$ cat src/rtl/gnp_pkg.sv
// ----------------------------------------------------------------------------
// gnp_pkg
// Shared constants, codes and types of the graph neighbor pruner.
// ----------------------------------------------------------------------------
package gnp_pkg;

  localparam int MAX_CANDS = 64;
  localparam int VEC_DIM   = 128;

  localparam int SLOT_W  = $clog2(MAX_CANDS);
  localparam int CNT_W   = SLOT_W + 1;
  localparam int DIM_W   = $clog2(VEC_DIM);
  localparam int CVEC_AW = SLOT_W + DIM_W;
  localparam int VAL_W   = 16;
  localparam int MAG_W   = 16;
  localparam int SQ_W    = 2 * MAG_W;
  localparam int DIST_W  = 42;
  localparam int ID_W    = 32;
  localparam int DEG_W   = 6;

  // command codes
  localparam logic [1:0] CMD_NODE  = 2'd0;
  localparam logic [1:0] CMD_CAND  = 2'd1;
  localparam logic [1:0] CMD_PRUNE = 2'd2;

  // register indexes
  localparam logic [1:0] REG_PRUNE_MODE = 2'd0;
  localparam logic [1:0] REG_MIN_DEGREE = 2'd1;
  localparam logic [1:0] REG_MAX_DEGREE = 2'd2;

  // control tag that travels with each element pair through the distance unit
  typedef struct packed {
    logic vld;
    logic first;
    logic last;
  } sq_ctl_t;

  typedef enum logic [1:0] {
    SRC_SLOT,
    SRC_SORT,
    SRC_KEPT
  } emit_src_t;

  typedef enum logic [4:0] {
    S_IDLE,
    S_START,
    S_EMPTY,
    S_DIST_ISSUE,
    S_DIST_WAIT,
    S_RK_KEY,
    S_RK_KEY2,
    S_RK_SCAN,
    S_RK_WR,
    S_MR_SEL,
    S_MR_V,
    S_MR_DV,
    S_MR_J,
    S_MR_W,
    S_MR_ISSUE,
    S_MR_WAIT,
    S_FL_SEL,
    S_FL_V,
    S_FL_ID,
    S_FL_K,
    S_FL_K2,
    S_FL_K3,
    S_EM_RD,
    S_EM_SLOT,
    S_EM_OUT
  } state_t;

endpackage

$ cat src/rtl/gnp_sqdist.sv
// ----------------------------------------------------------------------------
// gnp_sqdist
// Pipelined squared L2 distance accumulator: difference, square, accumulate.
// ----------------------------------------------------------------------------
module gnp_sqdist import gnp_pkg::*; (
  input  logic                    clk,
  input  logic                    rst_n,
  input  sq_ctl_t                 ctl,
  input  logic signed [VAL_W-1:0] a,
  input  logic signed [VAL_W-1:0] b,
  output logic                    done,
  output logic [DIST_W-1:0]       acc
);

  sq_ctl_t             ctl1_r, ctl2_r;
  logic [MAG_W-1:0]    mag_r;
  logic [SQ_W-1:0]     sq_r;
  logic [DIST_W-1:0]   acc_r;
  logic                done_r;
  logic signed [VAL_W:0] diff;
  logic [VAL_W:0]      diff_abs;

  always_comb begin
    diff     = (VAL_W+1)'(a) - (VAL_W+1)'(b);
    diff_abs = diff[VAL_W] ? (VAL_W+1)'(-diff) : (VAL_W+1)'(diff);
  end

  always_ff @(posedge clk) begin
    if (!rst_n) begin
      ctl1_r <= '0;
      ctl2_r <= '0;
      done_r <= 1'b0;
    end else begin
      ctl1_r <= ctl;
      ctl2_r <= ctl1_r;
      done_r <= ctl2_r.vld & ctl2_r.last;
    end
  end

  always_ff @(posedge clk) begin
    mag_r <= diff_abs[MAG_W-1:0];
    sq_r  <= mag_r * mag_r;
    if (ctl2_r.vld) begin
      // restart on the first element of a vector pair
      acc_r <= ctl2_r.first ? DIST_W'(sq_r) : acc_r + DIST_W'(sq_r);
    end
  end

  assign done = done_r;
  assign acc  = acc_r;

endmodule

$ cat config.mk
export PLATFORM = sky130hd
export DESIGN_NAME = gnp_sqdist
export DESIGN_NICKNAME = d
export VERILOG_FILES = /design/src/rtl/gnp_pkg.sv /design/src/rtl/gnp_sqdist.sv
export SDC_FILE = /design/constraint.sdc
export NUM_CORES = 1
export LEC_CHECK = 0
export BUFFER_PORTS_ARGS = -buffer_cell sky130_fd_sc_hd__buf_2
export CORE_UTILIZATION = 47
export CTS_BUF_LIST = sky130_fd_sc_hd__clkbuf_2
export DETAILED_ROUTE_END_ITERATION = 16
export GPL_ROUTABILITY_DRIVEN = 1
export PLACE_DENSITY_LB_ADDON = 0.2
export SYNTH_ARGS = -nofsm -noshare
export SYNTH_HDL_FRONTEND = slang
export SYNTH_SLANG_ARGS = --single-unit
$ cat constraint.sdc
create_clock -name clk -period 7.5 [get_ports clk]
set_clock_uncertainty 0.15 [all_clocks]
set_input_delay 0.75 -clock clk [delete_from_list [all_inputs] [get_ports clk]]
set_output_delay 0.75 -clock clk [all_outputs]
set_load 0.05 [all_outputs]
==> run metrics <==
status=completed; number of nets in the synthesized netlist=1809; Synth Area in XOR/XNOR=6.31%; total routing resource utilization after global routing=20.2%; total routed wirelength=27500 µm; average wire per cell in the routed design=14.5 µm; 1st-pass router iterations=7; number of vias per cell after detailed routing=5.08; CTS root buffer=clkbuf_2; number of flops mapped to enable cells by yosys=42; Reg-to-Reg End=sq_r[30]; simple-gate portion of the synthesized area=12.9%; number of standard cells after synthesis=1457; cts bufs inserted=9; die area=0.0284 mm²; number of library cell types mapped by synthesis=68; share of Yosys cell area claimed by the top area cell type=25.1%; port buffer count=79; maximum fanout along the worst path=17; dominant synthesized flop cell=dfxtp_1; Final period util=95.0%; highest achievable clock rate=0.140 GHz; TritonCTS Sinks=96; setup repair after global routing missed its margin=false; ratio of cells with drive above 1 in the final layout=8.91%; final setup vio count=0; initial antenna violation count=1; Async SR Flop Fraction=0%; top cell type by total area after synthesis=fa_1; length in cells of the worst reg-to-reg path=24; number of DRC markers in iteration 0=596; maximum level of the CTS H-tree=3; routability-driven placement congestion ratio=0.852; fillcell total=2612; DRC violation count after routing=0; sequential-to-total area share from yosys stat=17.9%; CTS max path bufs=2; most numerous cell in the Yosys netlist=inv_1; initial core utilization=48.2%; clock tree from TritonCTS=done; final worst hold slack=200 ps; Site Rows=60; fraction of synthesized area in multiplexers=0.508%; startpoint type of the worst setup path=flip-flop; maximum number of pins on one net before global-route repair=45; count of nets left with antenna violations after detail routing=0; via count=9647; CP Data Arrival Time=7490 ps; worst endpoint required time=7870 ps; endpoint class of the critical path=flip-flop; Overflow after GRT=0; horizontal die dimension=169 µm; startpoint of the worst-slack reg-to-reg timing path=mag_r[9]; number of buffers added for setup after CTS=0; class of the tightest hold or removal check=in -> reg; most area-consuming cells after synthesis=fa_1 (25%), ha_1 (14%), edfxtp_1 (9.7%), inv_1 (8.5%), dfxtp_1 (8.3%); post-route setup TNS=0 ps; worst-margin pin slew=1020 ps; Max Slew Vio Count=0; hpwl dp=23000 µm; flop2flop setup slack=380 ps; main combinational cell family by area after synthesis=adder cells; count of yosys warnings during synthesis=0; netlist area before placement=0.0131 mm²; number of nets in the final layout=1873; final hold violation count=0; CP Class=reg -> reg; Max-Slew Margin vs Limit=32.0%; leading cell types by count after synthesis=inv_1 (294), fa_1 (164), ha_1 (151); post-route cell area=0.0140 mm²; core box area=0.0271 mm²; Yosys reg bits=96; Cells on Worst Hold Path=2; clock-pin slew on the worst setup and hold paths=290 ps; wire length of the first global-routing pass=46600 µm; adder-cell share of the synthesized area=39.6%; Post-CTS Hold Buffers=0; max_cap viols=0; number of top-level pins=80; die boundary height=169 µm; fraction of the mapped netlist area in compound gates=13.1%; Setup crit start=mag_r[9]; Resized Gates After CTS=0; final period demand of the worst path=7120 ps; source-to-sink clock delay at the later pin of the worst-skew pair=630 ps; capturing element of the worst setup path=sq_r[30]; instance area after placement=0.0139 mm²; mean area per synthesized cell=8.96 µm²; layout overhead on the synthesized area=7.22%; via count of the first global-routing pass=9779
-- state kept, by name, summed over array words and instances, names as in the netlist --
signal and cells:
sq_r 31, acc 42, ctl1_r 3, mag_r 16, ctl2_r 3, done 1
-- metrics by stage --
stage	cells	setup WS, ps	utilization [%]
6_report	1899	378	51.7
5_1_grt	1899	33.3	51.7
2_1_floorplan	1457	826	-
3_5_place_dp	1882	513	51.1
3_3_place_gp	1882	608	51.1
4_1_cts	1898	406	51.6
-- how the worst min path moves through the flow --
stage,startpoint,end,slack [ps]
floorplan,mag_r[0],sq_r[0],200
global placement,ctl1_r[0],ctl2_r[0],270
detailed placement,ctl1_r[2],ctl2_r[2],270
CTS,ctl[2],ctl1_r[2],150
global route,ctl[2],ctl1_r[2],150
finish,ctl[2],ctl1_r[2],200
-- critical path: stages (launching register included) --
cell and delay (ps):
dfxtp_1 570, and2_1 300, fa_1 500, inv_1 50, fa_1 480, inv_1 50, fa_1 490, inv_1 50
fa_1 470, inv_1 50, fa_1 530, inv_1 50, fa_1 530, inv_1 40, ha_1 360, a21oi_1 200
a21oi_1 100, or4b_2 610, o21ai_0 240, buf_4 170, o21ai_0 160, a21oi_1 320, a21oi_1 150, a41oi_1 260
xnor2_1 140
-- area by class of cell --
cell class	instances	area [µm²]	share of cell area (%)
clock buffer	10	50.0	0.358
antenna	1	2.50	0.0179
multi-input combinational	1030	9460	67.6
tap	372	465	3.32
timing repair buffer	90	478	3.41
clock inverter	6	90.1	0.644
inverter	294	1100	7.88
sequential	96	2340	16.8
-- kinds of logic after synthesis --
logic type                 Yosys count
xor gates and xnor gates            94
buffers and inverters              331
AOI/OAI and AO/OA                  268
DFF                                 96
adders and majority gates          315
and+or+nand+nor                    347
muxes                                6
-- layer usage --
layer,up-vias,GRT usage [%],part of all wire (%)
met3,23,2.15,3.6
met4,0,4.19,1.1
met1,4549,27.7,49
met5,-,0,0
met2,211,34.3,46
li1,4864,-,-
-- placed cells by master, fill, tap and decap left out, types with 5 or more instances in the layout --
master / synthesis / routed
inv_1: 294 / 294
xor2_1: 29 / 29
a211oi_1: 11 / 11
nand4_1: 5 / 5
a21o_1: 26 / 26
or2_2: 7 / 7
fa_1: 164 / 164
nand3_1: 15 / 15
o21ai_0: 68 / 68
a31oi_1: 9 / 9
o21bai_1: 11 / 11
mux2_2: 5 / 5
and3_1: 8 / 8
o211ai_1: 6 / 6
and2_1: 46 / 46
nor2b_1: 11 / 11
o21a_1: 20 / 20
buf_2: 0 / 79
buf_4: 0 / 11
a21oi_1: 73 / 73
nor2_1: 61 / 61
nand2_1: 136 / 136
or3_1: 12 / 12
nand2b_1: 5 / 5
xnor2_1: 65 / 65
edfxtp_1: 42 / 42
nor3_1: 18 / 18
ha_1: 151 / 151
clkbuf_2: 0 / 10
a211o_1: 6 / 6
dfxtp_1: 54 / 52
Power is left out: the tool's default activity adds up to more than one toggle a clock period on the data nets, which glitch-free logic cannot reach.
